`config.mk`:
```
export PLATFORM = sky130hd
export DESIGN_NAME = serial_line_command_parser_unit_flat
export DESIGN_NICKNAME = d
export VERILOG_FILES = /design/src/rtl/core/slcp_pkg.sv /design/src/rtl/core/slcp_if.sv /design/src/rtl/core/slcp_num.sv /design/src/rtl/core/slcp_line.sv /design/src/rtl/core/serial_line_command_parser_unit.sv /design/src/flat_wrapper.sv
export SDC_FILE = /design/constraint.sdc
export NUM_CORES = 1
export LEC_CHECK = 0
export BUFFER_PORTS_ARGS = -buffer_cell sky130_fd_sc_hd__buf_2
export CAP_MARGIN = 20
export CORE_MARGIN = 3
export CORE_UTILIZATION = 42
export CTS_BUF_LIST = sky130_fd_sc_hd__clkbuf_4 sky130_fd_sc_hd__clkbuf_8 sky130_fd_sc_hd__clkbuf_16
export CTS_CLUSTER_DIAMETER = 200
export DETAILED_ROUTE_END_ITERATION = 7
export HOLD_SLACK_MARGIN = 0.1
export PLACE_DENSITY = 0.61
export SETUP_SLACK_MARGIN = 0.1
export SYNTH_ARGS = -nofsm -noshare
export SYNTH_HDL_FRONTEND = slang
export SYNTH_SLANG_ARGS = --single-unit
```
`constraint.sdc`:
```
create_clock -name clk -period 4.4 [get_ports clk]
set_clock_uncertainty 0.05 [all_clocks]
set_input_delay 0.66 -clock clk [delete_from_list [all_inputs] [get_ports clk]]
set_output_delay 0.66 -clock clk [all_outputs]
set_load 0.005 [all_outputs]
```
`src/rtl/core/slcp_pkg.sv`:
```
// slcp_pkg: shared constants, types and character tables for the serial line
// command parser. No dependencies; every other file imports it.
`default_nettype none

package slcp_pkg;

  // bytes kept per line, and the width of the line counter
  localparam int LINE_KEEP = 31;
  localparam int CNT_W     = $clog2(LINE_KEEP + 1);

  // gain after reset, in hundredths
  localparam logic signed [31:0] GAIN_RESET = 32'sd100;

  // special characters
  localparam logic [7:0] CH_NUL   = 8'h00;
  localparam logic [7:0] CH_HT    = 8'h09;
  localparam logic [7:0] CH_LF    = 8'h0A;
  localparam logic [7:0] CH_VT    = 8'h0B;
  localparam logic [7:0] CH_FF    = 8'h0C;
  localparam logic [7:0] CH_CR    = 8'h0D;
  localparam logic [7:0] CH_SPACE = 8'h20;
  localparam logic [7:0] CH_PLUS  = 8'h2B;
  localparam logic [7:0] CH_MINUS = 8'h2D;
  localparam logic [7:0] CH_ZERO  = 8'h30;
  localparam logic [7:0] CH_NINE  = 8'h39;

  // match flag bits
  localparam int FLAG_GET_T  = 0;
  localparam int FLAG_GET_P  = 1;
  localparam int FLAG_GET_K  = 2;
  localparam int FLAG_GET_A  = 3;
  localparam int FLAG_PREFIX = 4;
  localparam logic [5:0] FLAGS_ALL = 6'h3F;

  // lengths of the exact words and of the set prefix
  localparam int EXACT_LEN  = 5;
  localparam int PREFIX_LEN = 6;

  // result command codes
  typedef enum logic [2:0] {
    CMD_UNKNOWN   = 3'd0,
    CMD_GET_T     = 3'd1,
    CMD_GET_P     = 3'd2,
    CMD_SET_K_OK  = 3'd3,
    CMD_SET_K_ERR = 3'd4,
    CMD_GET_K     = 3'd5,
    CMD_GET_A     = 3'd6
  } cmd_t;

  // number reader phases
  typedef enum logic [1:0] {
    NUM_SKIP = 2'd0,
    NUM_IN   = 2'd1,
    NUM_DONE = 2'd2
  } num_phase_t;

  // line tracker to number reader
  typedef struct packed {
    logic feed;
    logic clear;
  } num_ctrl_t;

  // number reader status
  typedef struct packed {
    logic               digit_seen;
    logic signed [31:0] value;
  } num_stat_t;

  // line tracker result for the current word
  typedef struct packed {
    logic valid;
    logic set_gain;
    cmd_t cmd;
  } line_res_t;

  // character k of an exact word at position p (p below EXACT_LEN)
  function automatic logic [7:0] exact_char(input logic [1:0] k, input logic [2:0] p);
    logic [7:0] c;
    case (p)
      3'd0: c = 8'h47;    // G
      3'd1: c = 8'h45;    // E
      3'd2: c = 8'h54;    // T
      3'd3: c = 8'h5F;    // _
      3'd4: begin
        case (k)
          2'd0: c = 8'h54;  // T
          2'd1: c = 8'h50;  // P
          2'd2: c = 8'h4B;  // K
          default: c = 8'h41;  // A
        endcase
      end
      default: c = 8'h00;
    endcase
    return c;
  endfunction

  // character of the set prefix at position p (p below PREFIX_LEN)
  function automatic logic [7:0] prefix_char(input logic [2:0] p);
    logic [7:0] c;
    case (p)
      3'd0: c = 8'h53;    // S
      3'd1: c = 8'h45;    // E
      3'd2: c = 8'h54;    // T
      3'd3: c = 8'h5F;    // _
      3'd4: c = 8'h4B;    // K
      3'd5: c = 8'h3D;    // =
      default: c = 8'h00;
    endcase
    return c;
  endfunction

endpackage

`default_nettype wire

```
`src/rtl/core/slcp_if.sv`:
```
// slcp_if: valid/ready channel interfaces for received bytes and results.
// Depends on slcp_pkg by import; the payloads are plain bit vectors.
`default_nettype none

interface slcp_in_if import slcp_pkg::*; ();
  logic       valid;
  logic       ready;
  logic [7:0] rx_byte;

  modport source (output valid, output rx_byte, input ready);
  modport sink   (input valid, input rx_byte, output ready);
endinterface

interface slcp_out_if import slcp_pkg::*; ();
  logic               valid;
  logic               ready;
  logic [2:0]         command;
  logic signed [31:0] gain_hundredths;

  modport source (output valid, output command, output gain_hundredths, input ready);
  modport sink   (input valid, input command, input gain_hundredths, output ready);
endinterface

`default_nettype wire

```
`src/rtl/core/slcp_num.sv`:
```
// slcp_num: decimal reader for the text after the set prefix, one byte per step.
// Depends on slcp_pkg (phases, characters, control and status structs).
`default_nettype none

module slcp_num import slcp_pkg::*; (
  input  wire logic       clk,
  input  wire logic       rst_n,
  input  wire logic       step,
  input  wire logic [7:0] data,
  input  wire num_ctrl_t  ctrl,
  output num_stat_t       stat
);

  num_phase_t  phase_r, phase_nxt;
  logic        neg_r, neg_nxt;
  logic        seen_r, seen_nxt;
  logic [31:0] accum_r, accum_nxt;

  logic        is_digit, is_blank, is_sign;
  logic        take_digit, take_sign;
  logic [35:0] prod;
  logic [31:0] accum_dig;

  // byte classes
  assign is_digit = (data >= CH_ZERO) && (data <= CH_NINE);
  assign is_blank = (data == CH_SPACE) || (data == CH_HT) || (data == CH_VT) ||
                    (data == CH_FF);
  assign is_sign  = (data == CH_PLUS) || (data == CH_MINUS);

  // accum * 10 + digit, held at 2^31
  assign prod = {1'b0, accum_r, 3'b000} + {3'b000, accum_r, 1'b0} + {32'd0, data[3:0]};
  assign accum_dig = (prod > 36'h0_8000_0000) ? 32'h8000_0000 : prod[31:0];

  // next phase
  always_comb begin
    phase_nxt = phase_r;
    case (phase_r)
      NUM_SKIP: begin
        if (is_blank) phase_nxt = NUM_SKIP;
        else if (is_sign || is_digit) phase_nxt = NUM_IN;
        else phase_nxt = NUM_DONE;
      end
      NUM_IN: begin
        if (!is_digit) phase_nxt = NUM_DONE;
      end
      default: phase_nxt = phase_r;
    endcase
  end

  // phase outputs
  always_comb begin
    take_digit = 1'b0;
    take_sign  = 1'b0;
    case (phase_r)
      NUM_SKIP: begin
        take_sign  = is_sign && !is_blank;
        take_digit = is_digit;
      end
      NUM_IN: take_digit = is_digit;
      default: begin
        take_digit = 1'b0;
        take_sign  = 1'b0;
      end
    endcase
  end

  // datapath next values
  always_comb begin
    neg_nxt   = neg_r;
    seen_nxt  = seen_r;
    accum_nxt = accum_r;
    if (take_sign) neg_nxt = (data == CH_MINUS);
    if (take_digit) begin
      accum_nxt = accum_dig;
      seen_nxt  = 1'b1;
    end
  end

  // state registers
  always_ff @(posedge clk) begin
    if (!rst_n) begin
      phase_r <= NUM_SKIP;
      neg_r   <= 1'b0;
      seen_r  <= 1'b0;
      accum_r <= '0;
    end else if (step) begin
      if (ctrl.clear) begin
        phase_r <= NUM_SKIP;
        neg_r   <= 1'b0;
        seen_r  <= 1'b0;
        accum_r <= '0;
      end else if (ctrl.feed) begin
        phase_r <= phase_nxt;
        neg_r   <= neg_nxt;
        seen_r  <= seen_nxt;
        accum_r <= accum_nxt;
      end
    end
  end

  // saturated signed value
  always_comb begin
    stat.digit_seen = seen_r;
    if (neg_r) stat.value = $signed(32'd0 - accum_r);
    else if (accum_r[31]) stat.value = 32'sh7FFF_FFFF;
    else stat.value = $signed(accum_r);
  end

endmodule

`default_nettype wire

```
`src/rtl/core/slcp_line.sv`:
```
// slcp_line: line tracker with incremental word matching and command decode.
// Depends on slcp_pkg (character tables, flags, command codes, structs).
`default_nettype none

module slcp_line import slcp_pkg::*; (
  input  wire logic       clk,
  input  wire logic       rst_n,
  input  wire logic       step,
  input  wire logic [7:0] data,
  input  wire num_stat_t  num,
  output num_ctrl_t       num_ctrl,
  output line_res_t       res
);

  logic [CNT_W-1:0] count_r, count_nxt;
  logic             ended_r, ended_nxt;
  logic [5:0]       flags_r, flags_nxt;

  logic             is_term, keep;
  logic [5:0]       flags_eff;
  logic [2:0]       pos;

  assign is_term = (data == CH_LF) || (data == CH_CR);
  assign keep    = (count_r < CNT_W'(LINE_KEEP));
  assign pos     = count_r[2:0];

  // byte update of count, end mark and match flags
  always_comb begin
    count_nxt     = count_r;
    ended_nxt     = ended_r;
    flags_nxt     = flags_r;
    num_ctrl.feed = 1'b0;
    num_ctrl.clear = is_term;
    if (is_term) begin
      count_nxt = '0;
      ended_nxt = 1'b0;
      flags_nxt = FLAGS_ALL;
    end else if (keep) begin
      count_nxt = count_r + CNT_W'(1);
      if (!ended_r) begin
        if (data == CH_NUL) begin
          ended_nxt = 1'b1;
          if (count_r < CNT_W'(EXACT_LEN)) flags_nxt[FLAG_GET_A:FLAG_GET_T] = 4'b0000;
          if (count_r < CNT_W'(PREFIX_LEN)) flags_nxt[FLAG_PREFIX] = 1'b0;
        end else begin
          for (int k = 0; k < 4; k++) begin
            if (count_r >= CNT_W'(EXACT_LEN) || data != exact_char(2'(k), pos))
              flags_nxt[k] = 1'b0;
          end
          if (count_r < CNT_W'(PREFIX_LEN)) begin
            if (data != prefix_char(pos)) flags_nxt[FLAG_PREFIX] = 1'b0;
          end else begin
            num_ctrl.feed = flags_r[FLAG_PREFIX];
          end
        end
      end
    end
  end

  // flags as judged at the end of the line
  always_comb begin
    flags_eff = flags_r;
    if (!ended_r) begin
      if (count_r < CNT_W'(EXACT_LEN)) flags_eff[FLAG_GET_A:FLAG_GET_T] = 4'b0000;
      if (count_r < CNT_W'(PREFIX_LEN)) flags_eff[FLAG_PREFIX] = 1'b0;
    end
  end

  // command decode in priority order
  always_comb begin
    res.valid    = is_term && (count_r != '0);
    res.set_gain = 1'b0;
    res.cmd      = CMD_UNKNOWN;
    if (flags_eff[FLAG_GET_T]) begin
      res.cmd = CMD_GET_T;
    end else if (flags_eff[FLAG_GET_P]) begin
      res.cmd = CMD_GET_P;
    end else if (flags_eff[FLAG_PREFIX]) begin
      if (num.digit_seen) begin
        res.cmd      = CMD_SET_K_OK;
        res.set_gain = res.valid;
      end else begin
        res.cmd = CMD_SET_K_ERR;
      end
    end else if (flags_eff[FLAG_GET_K]) begin
      res.cmd = CMD_GET_K;
    end else if (flags_eff[FLAG_GET_A]) begin
      res.cmd = CMD_GET_A;
    end
  end

  // line state registers
  always_ff @(posedge clk) begin
    if (!rst_n) begin
      count_r <= '0;
      ended_r <= 1'b0;
      flags_r <= FLAGS_ALL;
    end else if (step) begin
      count_r <= count_nxt;
      ended_r <= ended_nxt;
      flags_r <= flags_nxt;
    end
  end

endmodule

`default_nettype wire

```
`src/rtl/core/serial_line_command_parser_unit.sv`:
```
// serial_line_command_parser_unit: byte input register, line tracker, number
// reader, gain store and result register. Depends on slcp_pkg, slcp_if, slcp_line, slcp_num.
// A result word is registered when its terminator is stepped out of the input register.
// Throughput: one byte per cycle; the input register and the result register decouple
// the two channels, and only a waiting result blocks the step of the next byte.
// Reset (rst_n low at a clock edge): line state cleared, gain set to 100 hundredths,
// no word held in either register.
`default_nettype none

module serial_line_command_parser_unit import slcp_pkg::*; (
  input  wire logic   clk,
  input  wire logic   rst_n,
  slcp_in_if.sink     in_chan,
  slcp_out_if.source  out_chan
);

  logic               s1_valid_r;
  logic [7:0]         s1_byte_r;
  logic               out_valid_r;
  logic [2:0]         out_cmd_r;
  logic signed [31:0] out_gain_r;
  logic signed [31:0] gain_r;

  logic               advance, step, in_take;
  num_ctrl_t          num_ctrl;
  num_stat_t          num_stat;
  line_res_t          res;

  // handshake control
  assign advance       = !out_valid_r || out_chan.ready;
  assign step          = s1_valid_r && advance;
  assign in_chan.ready = !s1_valid_r || advance;
  assign in_take       = in_chan.valid && in_chan.ready;

  // input register
  always_ff @(posedge clk) begin
    if (!rst_n) begin
      s1_valid_r <= 1'b0;
    end else if (in_take) begin
      s1_valid_r <= 1'b1;
    end else if (step) begin
      s1_valid_r <= 1'b0;
    end
  end

  always_ff @(posedge clk) begin
    if (in_take) s1_byte_r <= in_chan.rx_byte;
  end

  // line tracking and number reading
  slcp_line u_line (
    .clk      (clk),
    .rst_n    (rst_n),
    .step     (step),
    .data     (s1_byte_r),
    .num      (num_stat),
    .num_ctrl (num_ctrl),
    .res      (res)
  );

  slcp_num u_num (
    .clk   (clk),
    .rst_n (rst_n),
    .step  (step),
    .data  (s1_byte_r),
    .ctrl  (num_ctrl),
    .stat  (num_stat)
  );

  // gain store
  always_ff @(posedge clk) begin
    if (!rst_n) begin
      gain_r <= GAIN_RESET;
    end else if (step && res.set_gain) begin
      gain_r <= num_stat.value;
    end
  end

  // result register
  always_ff @(posedge clk) begin
    if (!rst_n) begin
      out_valid_r <= 1'b0;
    end else if (step && res.valid) begin
      out_valid_r <= 1'b1;
    end else if (out_chan.ready) begin
      out_valid_r <= 1'b0;
    end
  end

  always_ff @(posedge clk) begin
    if (step && res.valid) begin
      out_cmd_r  <= res.cmd;
      out_gain_r <= res.set_gain ? num_stat.value : gain_r;
    end
  end

  assign out_chan.valid           = out_valid_r;
  assign out_chan.command         = out_cmd_r;
  assign out_chan.gain_hundredths = out_gain_r;

endmodule

`default_nettype wire
```
`src/flat_wrapper.sv`:
```
// flat-port wrapper written by rule: the top's interface ports become plain ports
module serial_line_command_parser_unit_flat import slcp_pkg::*;
  (clk, rst_n, in_chan_valid, in_chan_rx_byte, in_chan_ready, out_chan_valid, out_chan_command, out_chan_gain_hundredths, out_chan_ready);
  slcp_in_if in_chan_i ();
  slcp_out_if out_chan_i ();
  input  wire logic clk;
  input  wire logic rst_n;
  input wire logic [$bits(in_chan_i.valid)-1:0] in_chan_valid;
  input wire logic [$bits(in_chan_i.rx_byte)-1:0] in_chan_rx_byte;
  output wire logic [$bits(in_chan_i.ready)-1:0] in_chan_ready;
  output wire logic [$bits(out_chan_i.valid)-1:0] out_chan_valid;
  output wire logic [$bits(out_chan_i.command)-1:0] out_chan_command;
  output wire logic [$bits(out_chan_i.gain_hundredths)-1:0] out_chan_gain_hundredths;
  input wire logic [$bits(out_chan_i.ready)-1:0] out_chan_ready;
  assign in_chan_i.valid = in_chan_valid;
  assign in_chan_i.rx_byte = in_chan_rx_byte;
  assign in_chan_ready = in_chan_i.ready;
  assign out_chan_valid = out_chan_i.valid;
  assign out_chan_command = out_chan_i.command;
  assign out_chan_gain_hundredths = out_chan_i.gain_hundredths;
  assign out_chan_i.ready = out_chan_ready;
  serial_line_command_parser_unit u_core (.clk(clk), .rst_n(rst_n), .in_chan(in_chan_i), .out_chan(out_chan_i));
endmodule
```
==> impl_metrics.csv, run 1 <==
group,metric,value,unit
yosys,synth_seq_cells,124,
global_routing,grt_pass1_wl,34.4,mm
die,core-area,0.0197,sq mm
sta,relSlewSlack,0.518,
die,die_h,148,um
placed_design,dp_cells,1318,
clock_tree,clkSinkCount,124,
routing,dr_total_vias,7405,
global_routing,grt_overflow,0,
sta,tns,0,ns
die,die_area,0.0219,sq mm
routing,drt_iter0_markers,668,
yosys,synth-edff-count,43,
clock_tree,cts_made_buffers,17,
sta,final_hold_viol_count,0,
finish,layout.nets,1158,
global_routing,antenna_found_initial,0,
finish,antenna_cells,0,
worst_setup_path,slowest_stage,"fa_1",
placed_design,numPortBuffers,48,
routing,drc,0,
worst_setup_path,critical_path_buf_inv_count,4,
routing,ant_nets,0,
yosys,synthArstFlopShare,0,
yosys,netlist_instances,1040,
yosys,yosysMostFrequentCell,"nand2_1",
power,leakagePower,4.13,nW
routing,viasPerCell,5.48,
worst_setup_path,required,4.68,ns
global_routing,grt_pass1_vias,6631,
sta,hold_ws,0.366,ns
sta,period_share,0.880,
finish,stdcell_count,1352,
worst_setup_path,end_kind,"register",
die,ios,49,
worst_setup_path,start_kind,"register",
yosys,synth.distinct_cells,71,
yosys,synth_common_cells,"nand2_1, o21ai_0, dfxtp_1, ha_1, a21oi_1",
yosys,ys.flop_type,"dfxtp_1",
worst_setup_path,crit_path_max_incr_delay,0.61,ns
routing,drt-total-wl,20.4,mm
yosys,syn_area,0.00849,sq mm
placed_design,dpl.hpwl,15.3,mm
worst_setup_path,critical_path_arrival,4.15,ns
clock_tree,htree_levels,4,
yosys,netlist_top_cells_area,"dfxtp_1, edfxtp_1, ha_1, nand2_1, o21ai_0",
yosys,synth_seq_area_share,0.343,
worst_setup_path,crit_chain,"inv_1 -> fa_1 -> inv_1 -> ha_1 -> a211oi_2 -> o211ai_1 -> a31oi_1 -> o31ai_2 -> buf_4 -> a22o_1 -> a21oi_1 -> xor2_1 -> nand2_1 -> buf_4 -> o21ai_0",
clock_tree,clk_latency,0.42,ns
sta,worstMarginPinSlew,0.722,ns
yosys,ys_warn_count,0,
worst_setup_path,cpLargestDelayFamily,"compound AO/OA/AOI/OAI gates",
yosys,synth_nets,1124,
yosys,synth_area_leader_cell,"dfxtp_1",
sta,maxSlewViolCount,0,
routing,wire_per_inst,15.1,um
sta,rsz0062_at_grt,"no",
finish,fill_cells,1901,
die,num_rows,51,
power,powerDensity,298,mW/mm^2
placed_design,dpl_cell_area,0.00898,sq mm
global_routing,grt_max_degree,57,
clock_tree,cts_tree,"built",
job,drv_cap,0,
die,start_util,0.432,
clock_tree,clockBufferDepth,2,
finish,fin_util,0.492,
sta,period_minus_slack,3.87,ns
clock_tree,root_buffer,"clkbuf_16",
global_routing,gr-usage-all-layers,0.190,
finish,syn_to_final_growth,13.9,%
die,chipWidth,148,um
outcome,status,"finished clean",
finish,drive_gt1_frac,0.116,
finish,design_area,0.00966,sq mm
yosys,synth_top_area_frac,0.191,
yosys,avgSynthCellArea,8.16,sq um
worst_setup_path,crit_fanout,20,
clock_tree,path_clk_slew,0.06,ns
worst_setup_path,path_class,"reg2reg",
worst_hold_path,hp-class,"in2reg",
power,vdd_ir_drop_max,0.258,mV
placed_design,place.gp.congestion,0.878,
sta,setup_viol,0,
sta,timing.fmax,258,MHz
routing,firstDrtPassIters,5,
==> layer usage <==
layer,global-route usage,vias up,part of all wire
met1,0.297,3393,0.53
met3,0.0271,17,0.040
li1,-,3848,-
met2,0.275,147,0.43
met4,0.0434,0,0.0083
met5,0,-,0
==> cells by family (layout without fill, tap and decap cells) <==
logic type,after synthesis,count (layout),synth area share
AO/OA/AOI/OAI,309,309,0.218
flip-flops,124,124,0.343
adder cells (fa/ha/maj),72,72,0.108
AND/OR/NAND/NOR,398,398,0.231
buffers and inverters,82,129,0.0414
XOR/XNOR,52,52,0.0537
multiplexers,3,3,0.00516
==> final timing paths <==
kind / start / slack (ns) / end / cells past startpoint
worst min-delay path: in_chan_rx_byte[2] / 0.37 / u_core.s1_byte_r[2] / 1
worst max register to register: u_core.u_num.accum_r[0] / 0.53 / u_core.u_num.accum_r[3] / 15
worst min register to register: u_core.gain_r[28] / 0.42 / u_core.gain_r[28] / 2
worst max-delay path: u_core.u_num.accum_r[0] / 0.53 / u_core.u_num.accum_r[3] / 15
==> area by class of cell <==
class | instances | area [sq um] | share of cell area
clock buffers | 17 | 425 | 0.0440
clock inverters | 15 | 235 | 0.0243
inverters | 24 | 90.1 | 0.00932
multi-input cells | 834 | 5240 | 0.542
flip-flops and latches | 124 | 2910 | 0.302
well taps | 265 | 332 | 0.0343
repair buffers | 73 | 428 | 0.0443
==> repair_timing <==
action / in CTS / in global routing
setup endpoints to repair: 0 / 25
resized for setup: 0 / 2
hold buffers: 0 / 0
setup buffers: 0 / 1
==> cells in the final DEF (no fill, tap or decap), types with 6 or more instances in the layout <==
| cell type | synthesis | routed |
|---|---|---|
| o21a_1 | 8 | 8 |
| o21ai_0 | 101 | 101 |
| and2_1 | 30 | 30 |
| xnor2_1 | 27 | 27 |
| xor2_1 | 25 | 25 |
| nand3_1 | 44 | 44 |
| ha_1 | 70 | 70 |
| nand2b_1 | 11 | 11 |
| a21oi_1 | 68 | 68 |
| buf_2 | 11 | 48 |
| nor3_1 | 23 | 22 |
| nor4_1 | 7 | 7 |
| edfxtp_1 | 43 | 43 |
| nor2b_1 | 12 | 12 |
| or4_1 | 6 | 6 |
| and3_1 | 6 | 6 |
| o21ai_1 | 30 | 30 |
| a211oi_1 | 7 | 6 |
| inv_1 | 23 | 23 |
| a31oi_1 | 9 | 9 |
| clkbuf_16 | 0 | 17 |
| or3_1 | 12 | 12 |
| a21o_1 | 16 | 16 |
| dfxtp_1 | 81 | 80 |
| o211ai_1 | 12 | 12 |
| nor2_1 | 61 | 61 |
| nand2_1 | 149 | 149 |
| o22ai_1 | 20 | 20 |
| buf_4 | 0 | 25 |
| nand4_1 | 12 | 12 |
==> sequential cells by signal, indices dropped and copies added (netlist names) <==
| register | count |
|---|---|
| u_core.gain_r | 32 |
| u_core.out_chan.command | 3 |
| u_core.out_chan.gain_hundredths | 32 |
| u_core.out_chan.valid | 1 |
| u_core.s1_byte_r | 8 |
| u_core.s1_valid_r | 1 |
| u_core.u_line.count_r | 5 |
| u_core.u_line.ended_r | 1 |
| u_core.u_line.flags_r | 5 |
| u_core.u_num.accum_r | 32 |
| u_core.u_num.neg_r | 1 |
| u_core.u_num.phase_r | 2 |
| u_core.u_num.seen_r | 1 |
==> report_power, final <==
| group | switching [mW] | internal (mW) | leakage, nW | total, mW |
|---|---|---|---|---|
| sequential | 0.0209 | 1.19 | 1.10 | 1.21 |
| clock | 0.545 | 1.02 | 0.320 | 1.56 |
| combinational | 0.0683 | 0.0426 | 2.71 | 0.111 |
==> per-stage QoR <==
stage	setup WS, ns	power [mW]
after floorplan	0.636	1.32
after global placement	0.433	1.35
after detailed placement	0.372	1.35
after CTS	0.321	2.90
after global routing	0.150	2.98
final	0.530	2.88
No activity file was read; power rests on OpenSTA's default activity.
==> inputs of run 2 (changes only) <==
--- a/config.mk
+++ b/config.mk
@@ -7,7 +7,7 @@
 export LEC_CHECK = 0
 export BUFFER_PORTS_ARGS = -buffer_cell sky130_fd_sc_hd__buf_2
 export CAP_MARGIN = 20
-export CORE_MARGIN = 3
+export CORE_MARGIN = 2
 export CORE_UTILIZATION = 42
 export CTS_BUF_LIST = sky130_fd_sc_hd__clkbuf_4 sky130_fd_sc_hd__clkbuf_8 sky130_fd_sc_hd__clkbuf_16
 export CTS_CLUSTER_DIAMETER = 200
==> impl_metrics.csv, run 2 (synthesis gave the netlist of run 1 again) <==
group,metric,value,unit
global_routing,grt_pass1_vias,6686,
placed_design,pre_cts_ws,0.254,ns
sta,setup_viol,0,
worst_setup_path,end_kind,"register",
placed_design,place.gp.congestion,0.851,
worst_hold_path,hp-class,"in2reg",
clock_tree,cts_made_buffers,17,
finish,layout.nets,1154,
routing,wire_per_inst,15.6,um
worst_setup_path,start_kind,"register",
finish,final_common_cell,"nand2_1",
die,core-area,0.0197,sq mm
clock_tree,path_clk_slew,0.06,ns
clock_tree,cts_tree,"built",
outcome,status,"finished clean",
worst_setup_path,critical_path_arrival,4.29,ns
power,total_power,2.81,mW
die,ios,49,
sta,setup_slack,0.399,ns
global_routing,gr-usage-all-layers,0.197,
clock_tree,clockBufferDepth,2,
routing,drt-total-wl,21.0,mm
global_routing,grt_overflow,0,
global_routing,grt_pass1_wl,34.8,mm
power,powerDensity,293,mW/mm^2
sta,worstMarginPinSlew,1.10,ns
power,vdd_ir_drop_max,0.280,mV
worst_hold_path,hold_path_end,"u_core.s1_byte_r[4]",
worst_setup_path,required,4.69,ns
routing,firstDrtPassIters,6,
die,die_area,0.0214,sq mm
global_routing,antenna_found_initial,0,
worst_setup_path,worstReg2RegEnd,"u_core.u_num.accum_r[4]",
global_routing,grt_max_degree,57,
job,drv_cap,0,
sta,relSlewSlack,0.266,
finish,design_area,0.00960,sq mm
routing,drc,0,
routing,viasPerCell,5.59,
finish,multi_input_area,0.00524,sq mm
clock_tree,htree_levels,4,
sta,hold_ws,0.365,ns
die,chipWidth,146,um
worst_hold_path,hold-path-cell-count,1,
die,die_h,146,um
die,num_rows,51,
finish,register_area,0.00291,sq mm
worst_setup_path,crit_fanout,26,
finish,final_cell_mix,"nand2_1, o21ai_0, dfxtp_1, ha_1, a21oi_1",
sta,tns,0,ns
finish,fill_cells,1938,
sta,final_hold_viol_count,0,
sta,rsz0062_at_grt,"no",
routing,dr_total_vias,7530,
routing,ant_nets,0,
finish,syn_to_final_growth,13.1,%
sta,timing.fmax,250,MHz
sta,period_share,0.909,
finish,drive_gt1_frac,0.112,
clock_tree,clkSinkCount,124,
sta,maxSlewViolCount,0,
worst_hold_path,min_from,"in_chan_rx_byte[4]",
sta,period_minus_slack,4.00,ns
placed_design,numPortBuffers,48,
finish,antenna_cells,0,
placed_design,dpl.hpwl,15.3,mm
worst_setup_path,reg2reg_slack,0.40,ns
worst_setup_path,path_class,"reg2reg",
power,leakagePower,4.09,nW
clock_tree,root_buffer,"clkbuf_16",
clock_tree,cts.hold.buffers_added,0,
worst_setup_path,r2r_cells,14,
placed_design,dpl_cell_area,0.00897,sq mm
routing,drt_iter0_markers,502,
clock_tree,clk_latency,0.42,ns
die,start_util,0.432,
worst_setup_path,r2r-start,"u_core.u_num.accum_r[0]",
==> run 2: cell types whose count changed in the layout (fill, tap and decap cells not counted), sizes merged <==
| cell | previous run | this run |
|---|---|---|
| buf | 73 | 69 |
| bufinv | 5 | 4 |
| clkbuf | 17 | 18 |
| inv | 27 | 26 |
| clkinv | 6 | 5 |
| clkinvlp | 1 | 3 |
==> run 2: metrics by stage <==
stage	utilization	instances
global placement	0.456	1316
finish	0.488	1348
global route	0.488	1348
detailed placement	0.456	1316
floorplan	-	1040
CTS	0.488	1348
==> run 2: worst max-delay path by stage <==
stage | startpoint | endpoint | slack (ns) | depth (start not counted)
2_1_floorplan | u_core.u_num.accum_r[2] | u_core.u_num.accum_r[0] | 0.64 | 15
3_3_place_gp | u_core.u_num.accum_r[2] | u_core.u_num.accum_r[4] | 0.39 | 14
3_5_place_dp | u_core.u_num.accum_r[2] | u_core.u_num.accum_r[13] | 0.25 | 14
4_1_cts | u_core.u_num.accum_r[2] | u_core.u_num.accum_r[13] | 0.21 | 14
5_1_grt | u_core.u_num.accum_r[0] | u_core.u_num.accum_r[23] | 0.08 | 14
6_report | u_core.u_num.accum_r[0] | u_core.u_num.accum_r[4] | 0.40 | 14
==> run 2: timing repair <==
action	4_1_cts	5_1_grt
endpoints found under the setup margin	0	31
gates resized for setup	0	3
setup buffers	0	0
==> run 2: report_power, final <==
| part | total (mW) | switching [mW] | leakage, nW | internal [mW] |
|---|---|---|---|---|
| Clock | 1.48 | 0.529 | 0.298 | 0.955 |
| Combinational | 0.113 | 0.0701 | 2.69 | 0.0425 |
| Sequential | 1.21 | 0.0218 | 1.10 | 1.19 |
| Total | 2.81 | 0.621 | 4.09 | 2.19 |
==> run 2: cell type report <==
type | instances | share of cell area
Multi-Input combinational cell | 834 | 0.546
Timing Repair Buffer | 69 | 0.0418
Clock buffer | 18 | 0.0451
Sequential cell | 124 | 0.304
Inverter | 24 | 0.00938
Tap cell | 265 | 0.0345
Clock inverter | 14 | 0.0199
==> run 2: worst max-delay path, cell delays in order, from the launching register on <==
cell and delay [ns]:
dfxtp_1 0.41, inv_1 0.11, fa_1 0.60, inv_1 0.06, ha_1 0.32, a211oi_2 0.29
o211ai_1 0.17, a31oi_1 0.27, o31ai_2 0.16, a2111oi_2 0.37, o31a_1 0.29, mux2i_4 0.26
buf_6 0.25, nand4_1 0.11, o21ai_0 0.19
==> run 2: routing by layer <==
layer | share of wire | track usage | vias up
met4 | 0.0099 | 0.0515 | 0
met3 | 0.041 | 0.0294 | 17
met5 | 0 | 0 | -
met1 | 0.53 | 0.301 | 3495
li1 | - | - | 3844
met2 | 0.42 | 0.287 | 174
